File: src/rtl/tep_pkg.sv
// ----------------------------------------------------------------------------
// tep_pkg
// Shared types and constants of the terminal escape parser.
// ----------------------------------------------------------------------------
package tep_pkg;

   localparam int MAX_PARAMS = 16;
   localparam int PIDX_W     = $clog2(MAX_PARAMS);
   localparam int PCNT_W     = $clog2(MAX_PARAMS + 1);
   localparam int TAB_WIDTH  = 8;

   // stream bytes
   localparam logic [7:0] B_ESC   = 8'h1B;
   localparam logic [7:0] B_BEL   = 8'h07;
   localparam logic [7:0] B_BS    = 8'h08;
   localparam logic [7:0] B_TAB   = 8'h09;
   localparam logic [7:0] B_LF    = 8'h0A;
   localparam logic [7:0] B_VT    = 8'h0B;
   localparam logic [7:0] B_FF    = 8'h0C;
   localparam logic [7:0] B_CR    = 8'h0D;
   localparam logic [7:0] B_SPACE = 8'h20;
   localparam logic [7:0] B_ZERO  = 8'h30;
   localparam logic [7:0] B_NINE  = 8'h39;
   localparam logic [7:0] B_SEMI  = 8'h3B;
   localparam logic [7:0] B_QUERY = 8'h3F;
   localparam logic [7:0] B_FIN_LO = 8'h40;
   localparam logic [7:0] B_FIN_HI = 8'h7E;
   localparam logic [7:0] B_LBRACK = 8'h5B;
   localparam logic [7:0] B_RBRACK = 8'h5D;
   localparam logic [7:0] B_DCS   = 8'h50;
   localparam logic [7:0] B_BSLASH = 8'h5C;
   localparam logic [7:0] F_CUU   = 8'h41;
   localparam logic [7:0] F_CUD   = 8'h42;
   localparam logic [7:0] F_CUF   = 8'h43;
   localparam logic [7:0] F_CUB   = 8'h44;
   localparam logic [7:0] F_CUP   = 8'h48;
   localparam logic [7:0] F_HVP   = 8'h66;
   localparam logic [7:0] F_ED    = 8'h4A;
   localparam logic [7:0] F_EL    = 8'h4B;
   localparam logic [7:0] F_SGR   = 8'h6D;
   localparam logic [7:0] F_SM    = 8'h68;
   localparam logic [7:0] F_RM    = 8'h6C;
   localparam logic [7:0] F_SCP   = 8'h73;
   localparam logic [7:0] F_RCP   = 8'h75;

   localparam logic [4:0] COLOUR_DEFAULT = 5'd16;

   // configuration register indexes
   localparam logic [2:0] CSR_ROWS   = 3'd0;
   localparam logic [2:0] CSR_COLS   = 3'd1;
   localparam logic [2:0] CSR_TOP    = 3'd2;
   localparam logic [2:0] CSR_BOTTOM = 3'd3;
   localparam logic [2:0] CSR_WRAP   = 3'd4;

   typedef enum logic [2:0] {
      PM_NORMAL, PM_ESCAPE, PM_CSI, PM_OSC, PM_DCS
   } parse_mode_type;

   typedef enum logic [2:0] {
      CMD_GLYPH, CMD_CLEAR_LINE, CMD_SCROLL, CMD_CLEAR_SCREEN,
      CMD_DIRTY, CMD_SET_MODE, CMD_RESET_MODE
   } grid_cmd_type;

   typedef enum logic [2:0] {
      CLS_NONE, CLS_NEWLINE, CLS_GLYPH, CLS_SINGLE, CLS_SGR
   } byte_class_type;

   typedef enum logic [3:0] {
      OP_IDLE, OP_LATCH, OP_DECODE, OP_GLYPH, OP_CLAMP, OP_DIRTY_HOME,
      OP_LINE_DOWN, OP_DIRTY, OP_CLEAR, OP_SINGLE, OP_SGR_STEP
   } dp_op_type;

   typedef enum logic [3:0] {
      ST_IDLE, ST_DECODE, ST_GLYPH, ST_WRAP, ST_DIRTY_HOME, ST_LD_WRAP,
      ST_DIRTY_MID, ST_DIRTY_LAST, ST_CLEAR, ST_LD_NL, ST_SINGLE, ST_SGR
   } ctrl_state_type;

   typedef struct packed {
      logic [7:0] rows;
      logic [7:0] cols;
      logic [7:0] top;
      logic [7:0] bottom;
      logic       wrap;
   } cfg_type;

   typedef struct packed {
      dp_op_type op;
      logic      last;
   } ctrl_cmd_type;

   typedef struct packed {
      byte_class_type cls;
      logic           fits;
      logic           x_past;
      logic           wrap_en;
      logic           sgr_done;
      logic           out_free;
   } dp_status_type;

endpackage

File: src/rtl/tep_req_if.sv
// ----------------------------------------------------------------------------
// tep_req_if
// Byte channel into the parser.
// ----------------------------------------------------------------------------
interface tep_req_if;
   logic       valid;
   logic       ready;
   logic [7:0] in_byte;
   logic       chunk_last;

   modport source (output valid, in_byte, chunk_last, input ready);
   modport sink   (input valid, in_byte, chunk_last, output ready);
endinterface

File: src/rtl/tep_rsp_if.sv
// ----------------------------------------------------------------------------
// tep_rsp_if
// Grid command channel out of the parser.
// ----------------------------------------------------------------------------
interface tep_rsp_if;
   logic        valid;
   logic        ready;
   logic [2:0]  cmd;
   logic [7:0]  row;
   logic [7:0]  col;
   logic [20:0] codepoint;
   logic [4:0]  fg_code;
   logic [4:0]  bg_code;
   logic [2:0]  attr_bits;
   logic [15:0] mode_number;
   logic        last;

   modport source (output valid, cmd, row, col, codepoint, fg_code, bg_code,
                   attr_bits, mode_number, last, input ready);
   modport sink   (input valid, cmd, row, col, codepoint, fg_code, bg_code,
                   attr_bits, mode_number, last, output ready);
endinterface

File: src/rtl/tep_datapath.sv
// ----------------------------------------------------------------------------
// tep_datapath
// Parse state, cursor, parameters, UTF-8 decode, colours and result register.
// ----------------------------------------------------------------------------
module tep_datapath import tep_pkg::*; (
   input  logic           clock,
   input  logic           reset,
   input  cfg_type        cfg,
   input  ctrl_cmd_type   cmd,
   input  logic [7:0]     in_byte,
   input  logic           chunk_last,
   input  logic           rsp_ready,
   output dp_status_type  status,
   output logic           rsp_valid,
   output logic [2:0]     rsp_cmd,
   output logic [7:0]     rsp_row,
   output logic [7:0]     rsp_col,
   output logic [20:0]    rsp_codepoint,
   output logic [4:0]     rsp_fg_code,
   output logic [4:0]     rsp_bg_code,
   output logic [2:0]     rsp_attr_bits,
   output logic [15:0]    rsp_mode_number,
   output logic           rsp_last
);

   parse_mode_type mode_ff, mode_in;
   logic        prev_esc_ff, prev_esc_in;
   logic [7:0]  x_ff, x_in, y_ff, y_in, sx_ff, sx_in, sy_ff, sy_in;
   logic [15:0] store_ff [MAX_PARAMS];
   logic [15:0] store_in [MAX_PARAMS];
   logic [PCNT_W-1:0] total_ff, total_in;
   logic [15:0] acc_ff, acc_in;
   logic        priv_ff, priv_in;
   logic [1:0]  upend_ff, upend_in;
   logic [20:0] uacc_ff, uacc_in;
   logic [4:0]  fg_ff, fg_in, bg_ff, bg_in;
   logic [2:0]  attr_ff, attr_in;
   logic [7:0]  byte_ff, byte_in;
   logic        chunk_ff, chunk_in;
   logic [20:0] cp_ff, cp_in;
   logic [PIDX_W-1:0] sidx_ff, sidx_in;
   grid_cmd_type single_cmd_ff, single_cmd_in;
   logic [7:0]  single_row_ff, single_row_in;
   logic [15:0] single_mode_ff, single_mode_in;
   logic        ov_ff, ov_in;
   grid_cmd_type ocmd_ff, ocmd_in;
   logic [7:0]  orow_ff, orow_in, ocol_ff, ocol_in;
   logic [20:0] ocp_ff, ocp_in;
   logic [4:0]  ofg_ff, ofg_in, obg_ff, obg_in;
   logic [2:0]  oattr_ff, oattr_in;
   logic [15:0] omode_ff, omode_in;
   logic        olast_ff, olast_in;

   logic [7:0]  rows_eff, cols_eff, rows_m1, cols_m1;
   logic [PCNT_W-1:0] teff, tm1;
   logic [PIDX_W-1:0] lastidx;
   logic [15:0] p0, p1, psgr, r16, c16;
   logic [19:0] acc_next;
   logic [8:0]  tab9;
   logic [3:0]  digit;
   byte_class_type cls;
   logic        out_free;

   assign rows_eff = (cfg.rows == 8'd0) ? 8'd1 : cfg.rows;
   assign cols_eff = (cfg.cols == 8'd0) ? 8'd1 : cfg.cols;
   assign rows_m1  = rows_eff - 8'd1;
   assign cols_m1  = cols_eff - 8'd1;
   assign teff     = (total_ff == '0) ? PCNT_W'(1) : total_ff;
   assign tm1      = teff - PCNT_W'(1);
   assign lastidx  = tm1[PIDX_W-1:0];
   assign p0       = (lastidx == PIDX_W'(0)) ? acc_ff : store_ff[0];
   assign p1       = (lastidx == PIDX_W'(1)) ? acc_ff : store_ff[1];
   assign psgr     = (sidx_ff == lastidx) ? acc_ff : store_ff[sidx_ff];
   assign r16      = (p0 != 16'd0) ? p0 - 16'd1 : 16'd0;
   assign c16      = (teff > PCNT_W'(1) && p1 != 16'd0) ? p1 - 16'd1 : 16'd0;
   assign digit    = byte_ff[3:0];
   assign acc_next = {acc_ff, 3'b000} + {3'b000, acc_ff, 1'b0} + {16'd0, digit};
   assign tab9     = ({1'b0, x_ff} + 9'(TAB_WIDTH)) & ~9'(TAB_WIDTH - 1);
   assign out_free = !ov_ff || rsp_ready;

   // byte classification for the decode step
   always_comb begin
      cls = CLS_NONE;
      case (mode_ff)
         PM_NORMAL: begin
            if (byte_ff == B_LF || byte_ff == B_VT || byte_ff == B_FF) begin
               cls = CLS_NEWLINE;
            end else if (byte_ff >= B_SPACE && byte_ff != B_ESC) begin
               if (byte_ff[7:6] == 2'b10) begin
                  if (upend_ff == 2'd1) cls = CLS_GLYPH;
               end else if (!byte_ff[7] || byte_ff[7:3] == 5'b11111) begin
                  cls = CLS_GLYPH;
               end
            end
         end
         PM_CSI: begin
            if (byte_ff == F_ED || byte_ff == F_EL) begin
               cls = CLS_SINGLE;
            end else if ((byte_ff == F_SM || byte_ff == F_RM) && priv_ff) begin
               cls = CLS_SINGLE;
            end else if (byte_ff == F_SGR && p0 != 16'd0) begin
               cls = CLS_SGR;
            end
         end
         default: cls = CLS_NONE;
      endcase
   end

   always_comb begin
      mode_in = mode_ff; prev_esc_in = prev_esc_ff;
      x_in = x_ff; y_in = y_ff; sx_in = sx_ff; sy_in = sy_ff;
      store_in = store_ff; total_in = total_ff; acc_in = acc_ff; priv_in = priv_ff;
      upend_in = upend_ff; uacc_in = uacc_ff;
      fg_in = fg_ff; bg_in = bg_ff; attr_in = attr_ff;
      byte_in = byte_ff; chunk_in = chunk_ff; cp_in = cp_ff; sidx_in = sidx_ff;
      single_cmd_in = single_cmd_ff; single_row_in = single_row_ff;
      single_mode_in = single_mode_ff;
      ov_in = ov_ff && !rsp_ready;
      ocmd_in = ocmd_ff; orow_in = orow_ff; ocol_in = ocol_ff; ocp_in = ocp_ff;
      ofg_in = ofg_ff; obg_in = obg_ff; oattr_in = oattr_ff; omode_in = omode_ff;
      olast_in = olast_ff;
      case (cmd.op)
         OP_LATCH: begin
            byte_in = in_byte;
            chunk_in = chunk_last;
         end
         OP_DECODE: begin
            prev_esc_in = (byte_ff == B_ESC) && !chunk_ff;
            case (mode_ff)
               PM_NORMAL: begin
                  if (byte_ff == B_ESC) begin
                     mode_in = PM_ESCAPE;
                  end else if (byte_ff == B_CR) begin
                     x_in = 8'd0;
                  end else if (byte_ff == B_BS) begin
                     if (x_ff != 8'd0) x_in = x_ff - 8'd1;
                  end else if (byte_ff == B_TAB) begin
                     x_in = (tab9 >= {1'b0, cols_eff}) ? cols_m1 : tab9[7:0];
                  end else if (byte_ff >= B_SPACE) begin
                     if (byte_ff[7:6] == 2'b10) begin
                        if (upend_ff != 2'd0) begin
                           uacc_in  = {uacc_ff[14:0], byte_ff[5:0]};
                           upend_in = upend_ff - 2'd1;
                           cp_in    = {uacc_ff[14:0], byte_ff[5:0]};
                        end
                     end else if (!byte_ff[7]) begin
                        upend_in = 2'd0;
                        cp_in    = {13'd0, byte_ff};
                     end else if (byte_ff[7:5] == 3'b110) begin
                        uacc_in = {16'd0, byte_ff[4:0]}; upend_in = 2'd1;
                     end else if (byte_ff[7:4] == 4'b1110) begin
                        uacc_in = {17'd0, byte_ff[3:0]}; upend_in = 2'd2;
                     end else if (byte_ff[7:3] == 5'b11110) begin
                        uacc_in = {18'd0, byte_ff[2:0]}; upend_in = 2'd3;
                     end else begin
                        cp_in = {13'd0, byte_ff};
                     end
                  end
               end
               PM_ESCAPE: begin
                  if (byte_ff == B_LBRACK) begin
                     mode_in = PM_CSI;
                     total_in = '0;
                     acc_in = 16'd0;
                     priv_in = 1'b0;
                     for (int i = 0; i < MAX_PARAMS; i++) store_in[i] = 16'd0;
                  end else if (byte_ff == B_RBRACK) begin
                     mode_in = PM_OSC;
                  end else if (byte_ff == B_DCS) begin
                     mode_in = PM_DCS;
                  end else begin
                     mode_in = PM_NORMAL;
                  end
               end
               PM_CSI: begin
                  if (byte_ff == B_QUERY) begin
                     priv_in = 1'b1;
                  end else if (byte_ff >= B_ZERO && byte_ff <= B_NINE) begin
                     if (total_ff == '0) total_in = PCNT_W'(1);
                     acc_in = (acc_next > 20'd65535) ? 16'hFFFF : acc_next[15:0];
                  end else if (byte_ff == B_SEMI) begin
                     if (total_ff == '0) begin
                        total_in = PCNT_W'(2);
                        store_in[0] = acc_ff;
                        acc_in = 16'd0;
                     end else if (total_ff < PCNT_W'(MAX_PARAMS)) begin
                        store_in[lastidx] = acc_ff;
                        acc_in = 16'd0;
                        total_in = total_ff + PCNT_W'(1);
                     end
                  end else if (byte_ff >= B_FIN_LO && byte_ff <= B_FIN_HI) begin
                     mode_in = PM_NORMAL;
                     single_mode_in = p0;
                     single_row_in = 8'd0;
                     sidx_in = '0;
                     single_cmd_in = (byte_ff == F_SM) ? CMD_SET_MODE : CMD_RESET_MODE;
                     case (byte_ff)
                        F_CUU: if (y_ff != 8'd0) y_in = y_ff - 8'd1;
                        F_CUD: y_in = (y_ff < rows_m1) ? y_ff + 8'd1 : rows_m1;
                        F_CUF: x_in = (x_ff < cols_m1) ? x_ff + 8'd1 : cols_m1;
                        F_CUB: if (x_ff != 8'd0) x_in = x_ff - 8'd1;
                        F_CUP, F_HVP: begin
                           y_in = (r16 < {8'd0, rows_eff}) ? r16[7:0] : rows_m1;
                           x_in = (c16 < {8'd0, cols_eff}) ? c16[7:0] : cols_m1;
                        end
                        F_ED: single_cmd_in = CMD_CLEAR_SCREEN;
                        F_EL: begin
                           single_cmd_in = CMD_CLEAR_LINE;
                           single_row_in = y_ff;
                        end
                        F_SGR: begin
                           if (p0 == 16'd0) begin
                              fg_in = COLOUR_DEFAULT; bg_in = COLOUR_DEFAULT;
                              attr_in = 3'd0;
                           end
                        end
                        F_SCP: begin
                           sx_in = x_ff; sy_in = y_ff;
                        end
                        F_RCP: begin
                           x_in = sx_ff; y_in = sy_ff;
                        end
                        default: ;
                     endcase
                  end
               end
               PM_OSC, PM_DCS: begin
                  if (byte_ff == B_BEL || (byte_ff == B_BSLASH && prev_esc_ff))
                     mode_in = PM_NORMAL;
               end
               default: mode_in = PM_NORMAL;
            endcase
         end
         OP_SGR_STEP: begin
            sidx_in = sidx_ff + PIDX_W'(1);
            if (psgr == 16'd0) begin
               fg_in = COLOUR_DEFAULT; bg_in = COLOUR_DEFAULT; attr_in = 3'd0;
            end else if (psgr == 16'd1) begin
               attr_in = attr_ff | 3'b001;
            end else if (psgr == 16'd4) begin
               attr_in = attr_ff | 3'b010;
            end else if (psgr == 16'd7) begin
               attr_in = attr_ff | 3'b100;
            end else if (psgr >= 16'd30 && psgr <= 16'd37) begin
               fg_in = {2'b00, psgr[2:0] - 3'd6};
            end else if (psgr >= 16'd40 && psgr <= 16'd47) begin
               bg_in = {2'b00, psgr[2:0]};
            end else if (psgr >= 16'd90 && psgr <= 16'd97) begin
               fg_in = {2'b01, psgr[2:0] - 3'd2};
            end else if (psgr >= 16'd100 && psgr <= 16'd107) begin
               bg_in = {2'b01, psgr[2:0] - 3'd4};
            end
         end
         OP_CLAMP: x_in = cols_m1;
         default: ;
      endcase

      // result-producing steps: fields set to defaults, then relevant ones set
      if (cmd.op == OP_GLYPH || cmd.op == OP_DIRTY_HOME || cmd.op == OP_DIRTY ||
          cmd.op == OP_CLEAR || cmd.op == OP_SINGLE ||
          (cmd.op == OP_LINE_DOWN && !(y_ff < rows_m1))) begin
         ov_in = 1'b1;
         olast_in = cmd.last;
         orow_in = y_ff; ocol_in = 8'd0; ocp_in = 21'd0;
         ofg_in = 5'd0; obg_in = 5'd0; oattr_in = 3'd0; omode_in = 16'd0;
         ocmd_in = CMD_DIRTY;
         case (cmd.op)
            OP_GLYPH: begin
               ocmd_in = CMD_GLYPH; ocol_in = x_ff; ocp_in = cp_ff;
               ofg_in = fg_ff; obg_in = bg_ff; oattr_in = attr_ff;
            end
            OP_CLEAR: ocmd_in = CMD_CLEAR_LINE;
            OP_SINGLE: begin
               ocmd_in = single_cmd_ff; orow_in = single_row_ff;
               omode_in = (single_cmd_ff == CMD_SET_MODE ||
                           single_cmd_ff == CMD_RESET_MODE) ? single_mode_ff : 16'd0;
            end
            OP_LINE_DOWN: begin
               ocmd_in = CMD_SCROLL; orow_in = cfg.top; ocol_in = cfg.bottom;
            end
            default: ;
         endcase
      end

      case (cmd.op)
         OP_GLYPH: x_in = x_ff + 8'd1;
         OP_DIRTY_HOME, OP_CLEAR: x_in = 8'd0;
         OP_LINE_DOWN: if (y_ff < rows_m1) y_in = y_ff + 8'd1;
         default: ;
      endcase
   end

   always_ff @(posedge clock) begin
      if (reset) begin
         mode_ff <= PM_NORMAL; prev_esc_ff <= 1'b0;
         x_ff <= 8'd0; y_ff <= 8'd0; sx_ff <= 8'd0; sy_ff <= 8'd0;
         for (int i = 0; i < MAX_PARAMS; i++) store_ff[i] <= 16'd0;
         total_ff <= '0; acc_ff <= 16'd0; priv_ff <= 1'b0;
         upend_ff <= 2'd0; uacc_ff <= 21'd0;
         fg_ff <= COLOUR_DEFAULT; bg_ff <= COLOUR_DEFAULT; attr_ff <= 3'd0;
         sidx_ff <= '0; ov_ff <= 1'b0;
      end else begin
         mode_ff <= mode_in; prev_esc_ff <= prev_esc_in;
         x_ff <= x_in; y_ff <= y_in; sx_ff <= sx_in; sy_ff <= sy_in;
         store_ff <= store_in;
         total_ff <= total_in; acc_ff <= acc_in; priv_ff <= priv_in;
         upend_ff <= upend_in; uacc_ff <= uacc_in;
         fg_ff <= fg_in; bg_ff <= bg_in; attr_ff <= attr_in;
         sidx_ff <= sidx_in; ov_ff <= ov_in;
      end
   end

   always_ff @(posedge clock) begin
      byte_ff <= byte_in; chunk_ff <= chunk_in; cp_ff <= cp_in;
      single_cmd_ff <= single_cmd_in; single_row_ff <= single_row_in;
      single_mode_ff <= single_mode_in;
      ocmd_ff <= ocmd_in; orow_ff <= orow_in; ocol_ff <= ocol_in; ocp_ff <= ocp_in;
      ofg_ff <= ofg_in; obg_ff <= obg_in; oattr_ff <= oattr_in;
      omode_ff <= omode_in; olast_ff <= olast_in;
   end

   assign status.cls      = cls;
   assign status.fits     = x_ff < cols_eff;
   assign status.x_past   = !(x_ff < cols_eff);
   assign status.wrap_en  = cfg.wrap;
   assign status.sgr_done = sidx_ff == lastidx;
   assign status.out_free = out_free;

   assign rsp_valid       = ov_ff;
   assign rsp_cmd         = ocmd_ff;
   assign rsp_row         = orow_ff;
   assign rsp_col         = ocol_ff;
   assign rsp_codepoint   = ocp_ff;
   assign rsp_fg_code     = ofg_ff;
   assign rsp_bg_code     = obg_ff;
   assign rsp_attr_bits   = oattr_ff;
   assign rsp_mode_number = omode_ff;
   assign rsp_last        = olast_ff;

endmodule

File: src/rtl/tep_ctrl.sv
// ----------------------------------------------------------------------------
// tep_ctrl
// Sequencer: takes a byte, decodes it, then steps through its grid commands.
// ----------------------------------------------------------------------------
module tep_ctrl import tep_pkg::*; (
   input  logic          clock,
   input  logic          reset,
   input  logic          req_valid,
   output logic          req_ready,
   input  dp_status_type status,
   output ctrl_cmd_type  cmd
);

   ctrl_state_type state_ff, state_in;

   always_comb begin
      state_in = state_ff;
      case (state_ff)
         ST_IDLE: if (req_valid) state_in = ST_DECODE;
         ST_DECODE: begin
            case (status.cls)
               CLS_NEWLINE: state_in = ST_CLEAR;
               CLS_GLYPH:   state_in = ST_GLYPH;
               CLS_SINGLE:  state_in = ST_SINGLE;
               CLS_SGR:     state_in = ST_SGR;
               default:     state_in = ST_IDLE;
            endcase
         end
         ST_GLYPH: if (!status.fits || status.out_free) state_in = ST_WRAP;
         ST_WRAP: begin
            if (status.x_past && status.wrap_en) state_in = ST_DIRTY_HOME;
            else state_in = ST_DIRTY_LAST;
         end
         ST_DIRTY_HOME: if (status.out_free) state_in = ST_LD_WRAP;
         ST_LD_WRAP:    if (status.out_free) state_in = ST_DIRTY_MID;
         ST_DIRTY_MID:  if (status.out_free) state_in = ST_DIRTY_LAST;
         ST_DIRTY_LAST: if (status.out_free) state_in = ST_IDLE;
         ST_CLEAR:      if (status.out_free) state_in = ST_LD_NL;
         ST_LD_NL:      if (status.out_free) state_in = ST_DIRTY_LAST;
         ST_SINGLE:     if (status.out_free) state_in = ST_IDLE;
         ST_SGR:        if (status.sgr_done) state_in = ST_IDLE;
         default:       state_in = ST_IDLE;
      endcase
   end

   always_comb begin
      req_ready = 1'b0;
      cmd.op    = OP_IDLE;
      cmd.last  = 1'b0;
      case (state_ff)
         ST_IDLE: begin
            req_ready = 1'b1;
            if (req_valid) cmd.op = OP_LATCH;
         end
         ST_DECODE: cmd.op = OP_DECODE;
         ST_GLYPH: if (status.fits && status.out_free) cmd.op = OP_GLYPH;
         ST_WRAP: if (status.x_past && !status.wrap_en) cmd.op = OP_CLAMP;
         ST_DIRTY_HOME: if (status.out_free) cmd.op = OP_DIRTY_HOME;
         ST_LD_WRAP, ST_LD_NL: if (status.out_free) cmd.op = OP_LINE_DOWN;
         ST_DIRTY_MID: if (status.out_free) cmd.op = OP_DIRTY;
         ST_DIRTY_LAST: begin
            cmd.last = 1'b1;
            if (status.out_free) cmd.op = OP_DIRTY;
         end
         ST_CLEAR: if (status.out_free) cmd.op = OP_CLEAR;
         ST_SINGLE: begin
            cmd.last = 1'b1;
            if (status.out_free) cmd.op = OP_SINGLE;
         end
         ST_SGR: cmd.op = OP_SGR_STEP;
         default: ;
      endcase
   end

   always_ff @(posedge clock) begin
      if (reset) state_ff <= ST_IDLE;
      else state_ff <= state_in;
   end

endmodule

File: src/rtl/terminal_escape_parser_top.sv
// ----------------------------------------------------------------------------
// terminal_escape_parser_top
// Byte-serial VT100/ANSI parser producing grid commands.
// ----------------------------------------------------------------------------
// One terminal byte is taken per transfer on req and turned into zero to five
// grid commands on rsp, the final one flagged by last. Bytes are handled one
// at a time, set by the sequencer in tep_ctrl. Every byte is first taken, then
// decoded. Then it walks the steps of its command sequence: write, edge check
// and dirty for a glyph that does not wrap; write, edge check, dirty, line
// down, dirty and dirty for a glyph that wraps; clear line, line down and
// dirty for a newline; and a single step for a clear or mode command. A
// line-down step is taken even when no scroll results. No glyph is written
// while the cursor is past the edge. An SGR sequence with a non-zero first
// parameter adds a parameter-decode step that walks its parameters (up to 16)
// one by one. A finished command waits in the output register while the
// sequencer goes on. Every step that emits a command stalls while that
// register still holds one not yet taken.
// The csr port sets rows, columns, scroll region and wrap; write it only while
// no byte is in flight.
// ----------------------------------------------------------------------------
module terminal_escape_parser_top import tep_pkg::*; (
   input  logic       clock,
   input  logic       reset,
   tep_req_if.sink    req,
   tep_rsp_if.source  rsp,
   input  logic       csr_we,
   input  logic [2:0] csr_index,
   input  logic [7:0] csr_wdata
);

   cfg_type       cfg_ff, cfg_in;
   ctrl_cmd_type  cmd;
   dp_status_type status;

   // configuration registers, reset to a 24 x 80 screen with wrap on
   always_comb begin
      cfg_in = cfg_ff;
      if (csr_we) begin
         case (csr_index)
            CSR_ROWS:   cfg_in.rows   = csr_wdata;
            CSR_COLS:   cfg_in.cols   = csr_wdata;
            CSR_TOP:    cfg_in.top    = csr_wdata;
            CSR_BOTTOM: cfg_in.bottom = csr_wdata;
            CSR_WRAP:   cfg_in.wrap   = csr_wdata[0];
            default: ;
         endcase
      end
   end

   always_ff @(posedge clock) begin
      if (reset) begin
         cfg_ff.rows   <= 8'd24;
         cfg_ff.cols   <= 8'd80;
         cfg_ff.top    <= 8'd0;
         cfg_ff.bottom <= 8'd23;
         cfg_ff.wrap   <= 1'b1;
      end else begin
         cfg_ff <= cfg_in;
      end
   end

   // sequencer
   tep_ctrl u_ctrl (
      .clock     (clock),
      .reset     (reset),
      .req_valid (req.valid),
      .req_ready (req.ready),
      .status    (status),
      .cmd       (cmd)
   );

   // parse state, cursor and output register
   tep_datapath u_datapath (
      .clock           (clock),
      .reset           (reset),
      .cfg             (cfg_ff),
      .cmd             (cmd),
      .in_byte         (req.in_byte),
      .chunk_last      (req.chunk_last),
      .rsp_ready       (rsp.ready),
      .status          (status),
      .rsp_valid       (rsp.valid),
      .rsp_cmd         (rsp.cmd),
      .rsp_row         (rsp.row),
      .rsp_col         (rsp.col),
      .rsp_codepoint   (rsp.codepoint),
      .rsp_fg_code     (rsp.fg_code),
      .rsp_bg_code     (rsp.bg_code),
      .rsp_attr_bits   (rsp.attr_bits),
      .rsp_mode_number (rsp.mode_number),
      .rsp_last        (rsp.last)
   );

endmodule
File: src/flat_wrapper.sv
// flat-port wrapper written by rule: the top's interface ports become plain ports
module terminal_escape_parser_top_flat import tep_pkg::*;
  (clock, reset, csr_we, csr_index, csr_wdata, req_valid, req_in_byte, req_chunk_last, req_ready, rsp_valid, rsp_cmd, rsp_row, rsp_col, rsp_codepoint, rsp_fg_code, rsp_bg_code, rsp_attr_bits, rsp_mode_number, rsp_last, rsp_ready);
  tep_req_if req_i ();
  tep_rsp_if rsp_i ();
  input  logic clock;
  input  logic reset;
  input  logic csr_we;
  input  logic [2:0] csr_index;
  input  logic [7:0] csr_wdata;
  input wire logic [$bits(req_i.valid)-1:0] req_valid;
  input wire logic [$bits(req_i.in_byte)-1:0] req_in_byte;
  input wire logic [$bits(req_i.chunk_last)-1:0] req_chunk_last;
  output wire logic [$bits(req_i.ready)-1:0] req_ready;
  output wire logic [$bits(rsp_i.valid)-1:0] rsp_valid;
  output wire logic [$bits(rsp_i.cmd)-1:0] rsp_cmd;
  output wire logic [$bits(rsp_i.row)-1:0] rsp_row;
  output wire logic [$bits(rsp_i.col)-1:0] rsp_col;
  output wire logic [$bits(rsp_i.codepoint)-1:0] rsp_codepoint;
  output wire logic [$bits(rsp_i.fg_code)-1:0] rsp_fg_code;
  output wire logic [$bits(rsp_i.bg_code)-1:0] rsp_bg_code;
  output wire logic [$bits(rsp_i.attr_bits)-1:0] rsp_attr_bits;
  output wire logic [$bits(rsp_i.mode_number)-1:0] rsp_mode_number;
  output wire logic [$bits(rsp_i.last)-1:0] rsp_last;
  input wire logic [$bits(rsp_i.ready)-1:0] rsp_ready;
  assign req_i.valid = req_valid;
  assign req_i.in_byte = req_in_byte;
  assign req_i.chunk_last = req_chunk_last;
  assign req_ready = req_i.ready;
  assign rsp_valid = rsp_i.valid;
  assign rsp_cmd = rsp_i.cmd;
  assign rsp_row = rsp_i.row;
  assign rsp_col = rsp_i.col;
  assign rsp_codepoint = rsp_i.codepoint;
  assign rsp_fg_code = rsp_i.fg_code;
  assign rsp_bg_code = rsp_i.bg_code;
  assign rsp_attr_bits = rsp_i.attr_bits;
  assign rsp_mode_number = rsp_i.mode_number;
  assign rsp_last = rsp_i.last;
  assign rsp_i.ready = rsp_ready;
  terminal_escape_parser_top u_core (.clock(clock), .reset(reset), .req(req_i), .rsp(rsp_i), .csr_we(csr_we), .csr_index(csr_index), .csr_wdata(csr_wdata));
endmodule
File: config.mk
export PLATFORM = sky130hd
export DESIGN_NAME = terminal_escape_parser_top_flat
export DESIGN_NICKNAME = d
export VERILOG_FILES = /design/src/rtl/tep_pkg.sv /design/src/rtl/tep_req_if.sv /design/src/rtl/tep_rsp_if.sv /design/src/rtl/tep_datapath.sv /design/src/rtl/tep_ctrl.sv /design/src/rtl/terminal_escape_parser_top.sv /design/src/flat_wrapper.sv
export SDC_FILE = /design/constraint.sdc
export NUM_CORES = 1
export LEC_CHECK = 0
export ABC_AREA = 1
export BUFFER_PORTS_ARGS = -buffer_cell sky130_fd_sc_hd__buf_2
export CELL_PAD_IN_SITES_DETAIL_PLACEMENT = 0
export CELL_PAD_IN_SITES_GLOBAL_PLACEMENT = 1
export CORE_MARGIN = 4
export CORE_UTILIZATION = 46
export CTS_BUF_LIST = sky130_fd_sc_hd__clkbuf_16
export CTS_CLUSTER_SIZE = 10
export DETAILED_ROUTE_END_ITERATION = 8
export PLACE_DENSITY_LB_ADDON = 0.1
export RECOVER_POWER = 25
export SLEW_MARGIN = 10
export SYNTH_ARGS = -nofsm -noshare
export SYNTH_HDL_FRONTEND = slang
export SYNTH_SLANG_ARGS = --single-unit
File: constraint.sdc
create_clock -name clock -period 6.55 [get_ports clock]
set_input_delay 0.3275 -clock clock [delete_from_list [all_inputs] [get_ports clock]]
set_output_delay 0.3275 -clock clock [all_outputs]
set_load 0.03 [all_outputs]
==> impl_metrics.tcl <==
set metrics [dict create \
    hold_class "primary input to register" \
    synth_area_leaders "dfxtp_1, edfxtp_1, nand2_1, a21oi_1, inv_1" \
    insertion_delay_ps 630 \
    cts.sinks 513 \
    vias 26100 \
    grt_pass1_vias 24700 \
    ys_types 73 \
    fill_cells 5879 \
    io_pins 97 \
    worstReg2RegEnd "u_core.u_datapath.y_ff[1]$_SDFF_PP0_" \
    grt_pass1_wl_um 141000 \
    synthToLayoutAreaGrowth_pct 10.6 \
    grt_usage 0.273 \
    netlist_area_mm2 0.0277 \
    startpoint "u_core.u_datapath.total_ff[0]$_SDFFE_PP0P_" \
    drive_gt1_frac 0.0744 \
    synth_cells 3833 \
    path_max_fanout 32 \
    synth_ff_type "dfxtp_1" \
    start_kind "register" \
    p_per_area_mw_per_mm2 271 \
    final_antenna_net_count 0 \
    dp_hpwl_um 61600 \
    rrSetupSlack_ps 1440 \
    grt_max_degree 128 \
    reg2regPathDepth 25 \
    period_share 0.780 \
    cts-root-buf "clkbuf_16" \
    ctsResizeCount 0 \
    arrival_ps 5580 \
    coreArea_mm2 0.0594 \
    die_w_um 253 \
    port_buffers 96 \
    fin_setup_tns_ps 0 \
    cts.path.max_buffers 3 \
    reg2reg_from "u_core.u_datapath.total_ff[0]$_SDFFE_PP0P_" \
    cts_tree "yes" \
    n_antenna_cell 0 \
    hold_viol 0 \
    crit_end "u_core.u_datapath.y_ff[1]$_SDFF_PP0_" \
    synth-edff-count 127 \
    max_cap_viol_count 2 \
    synth_top_area_cell "dfxtp_1" \
    instances_no_fill 4684 \
    grt_antenna_before_repair 0 \
    drc 0 \
    grt_overflow 0 \
    first_pass_iters 6 \
    first_iter_violations 2384 \
    seq_area_frac_synth 0.416 \
    finalCriticalPeriod_ps 5110 \
    timing.hold.ws_ps 39.5 \
    avgSynthCellArea_um2 7.23 \
    dieArea_mm2 0.0642 \
    finalSetupViolCount 0 \
    worst_pin_slew_ps 3390 \
    syn_nets 3953 \
    wl_per_cell_um 19.2 \
    outcome "complete, but fails checks" \
    finalPower_mw 8.31 \
    slew_violations 205 \
    gp_congestion 0.915 \
    placed_cells 4574 \
    wl_um 89900 \
    start_util 0.467 \
    leakage_nw 12.1 \
    cts_buffers 61 \
    synth_top_area_frac 0.279 \
    crit_type "register to register" \
    htree_levels 2 \
    die_height_um 253 \
    violations "capacitance limit, slew limit" \
    irDropWorstVdd_v 0.000195 \
    fin_skew_ps 26.9 \
    fmax_mhz 196 \
    synthArstFlopShare 0 \
    rsz0062_at_grt "no" \
    critPathRequiredTime_ps 7020 \
    timing.slew.headroom -1.26 \
    rows 89 \
    yosysWarnings 0 \
    ys_ff_latch 513 \
    fin_util 0.516 \
    viasPerCell 5.58 \
    end_kind "register" \
    num-nets-final 3994 \
    clk_pin_slew_ps 60 \
]
## critical path, stage by stage, from the launching register on
cell	delay, ps
dfxtp_1	380
inv_1	190
ha_1	170
inv_1	30
nor2_1	160
nand2_4	100
inv_4	90
nor2_2	60
nor2_4	180
nand2_4	240
o21ai_0	700
inv_1	190
ha_1	270
nor3b_2	190
nand3_2	170
inv_1	150
nor3_1	320
ha_1	330
a21oi_1	200
nand2_1	90
a21oi_2	270
nand3b_1	170
nand3_1	100
nand2_1	50
nand2_1	60
a21oi_1	50
## stage by stage
stage	worst slack [ps]	cell area [µm²]
after floorplan	480	27700
after global placement	1690	28900
after detailed placement	1560	28900
after CTS	1540	30800
after global routing	897	30700
final	1440	30700
## logic make-up after synthesis
| family | after synthesis | share of synthesized area |
|---|---|---|
| xor+xnor | 48 | 0.0154 |
| buf+inv | 589 | 0.0837 |
| flops | 513 | 0.416 |
| compound gates | 893 | 0.183 |
| simple gates | 1695 | 0.258 |
| fa+ha+maj | 95 | 0.0434 |
## layout make-up
type	count	area, µm²	share of cell area
well taps	773	967	0.0315
multi-input cells	2731	13900	0.455
clock inverters	38	235	0.00767
flip-flops and latches	513	11500	0.377
inverters	410	1540	0.0503
clock buffers	62	1550	0.0506
repair buffers	157	870	0.0284
## cells in the final DEF (no fill, tap or decap), types with 19 or more instances in the layout
master	count
nand2_2	19
o21ai_0	215
ha_1	93
o21ai_1	30
edfxtp_1	127
a211oi_1	37
a21oi_1	440
nand3_1	144
nor2_2	19
nand2_1	1001
o21ai_2	22
buf_4	47
nor2_1	339
clkinv_1	19
o211ai_1	32
dfxtp_1	384
inv_1	401
nor3_1	65
clkbuf_1	79
xor2_1	39
buf_2	19
nand4_1	43
clkbuf_16	62
## power breakdown
part,switching (mW),internal [mW]
combinational,1.19,0.462
sequential,0.134,3.43
clock,1.33,1.76
## Yosys cell counts, drive strengths merged, types with 4 or more instances
master and instances:
nand2 1024, a21oi 459, inv 394, dfxtp 386, nor2 365, o21ai 267
nand3 150, clkbuf 134, edfxtp 127, ha 93, nor3 86, buf 45
nand4 45, xor2 40, a211oi 39, o211ai 33, a31oi 18, o22ai 18
clkinv 16, nand3b 8, o221ai 8, or2 8, xnor2 8, o31ai 7
o2111ai 6, a221oi 5, a311oi 4, nor4 4, o21bai 4, o32ai 4
## registers in the layout (all words and copies together) (netlist names), 8 cells and up
signal / flops
u_core.cfg_ff: 33
u_core.u_datapath.x_ff: 8
u_core.u_datapath.sy_ff: 8
u_core.u_datapath.sx_ff: 8
u_core.u_datapath.rsp_mode_number: 16
u_core.u_datapath.cp_ff: 21
u_core.u_datapath.single_row_ff: 8
u_core.u_datapath.y_ff: 8
u_core.u_datapath.rsp_row: 8
u_core.u_datapath.rsp_codepoint: 21
u_core.u_datapath.uacc_ff: 15
u_core.u_datapath.single_mode_ff: 16
u_core.u_datapath.store_ff: 256
u_core.u_datapath.byte_ff: 8
u_core.u_datapath.acc_ff: 16
u_core.u_datapath.rsp_col: 8
## worst min-delay path by stage
stage                                                         end                                    start  cells past startpoint  slack, ps
final                              u_core.cfg_ff[14]$_SDFFE_PP0P_                             csr_wdata[5]                      3         40
after global routing               u_core.cfg_ff[23]$_SDFFE_PP1P_                             csr_wdata[6]                      3         30
after CTS                          u_core.cfg_ff[14]$_SDFFE_PP0P_                             csr_wdata[5]                      3         20
after detailed placement  u_core.u_datapath.bg_ff[4]$_SDFFE_PP1P_  u_core.u_datapath.bg_ff[4]$_SDFFE_PP1P_                      2        440
after global placement    u_core.u_datapath.bg_ff[4]$_SDFFE_PP1P_  u_core.u_datapath.bg_ff[4]$_SDFFE_PP1P_                      2        440
after floorplan           u_core.u_datapath.bg_ff[4]$_SDFFE_PP1P_  u_core.u_datapath.bg_ff[4]$_SDFFE_PP1P_                      2        420
## routing by layer
metal	vias up	wire, µm	global-route usage
met2	854	41200	0.448
met4	0	3590	0.101
met5	-	0	0
met1	12300	39900	0.371
met3	198	5160	0.0332
li1	12800	-	-
## timing repair
action	4_1_cts	5_1_grt
hold buffers	10	0
endpoints found under the hold margin	10	0
setup buffers	0	0
(Power assumes the default switching activity.)
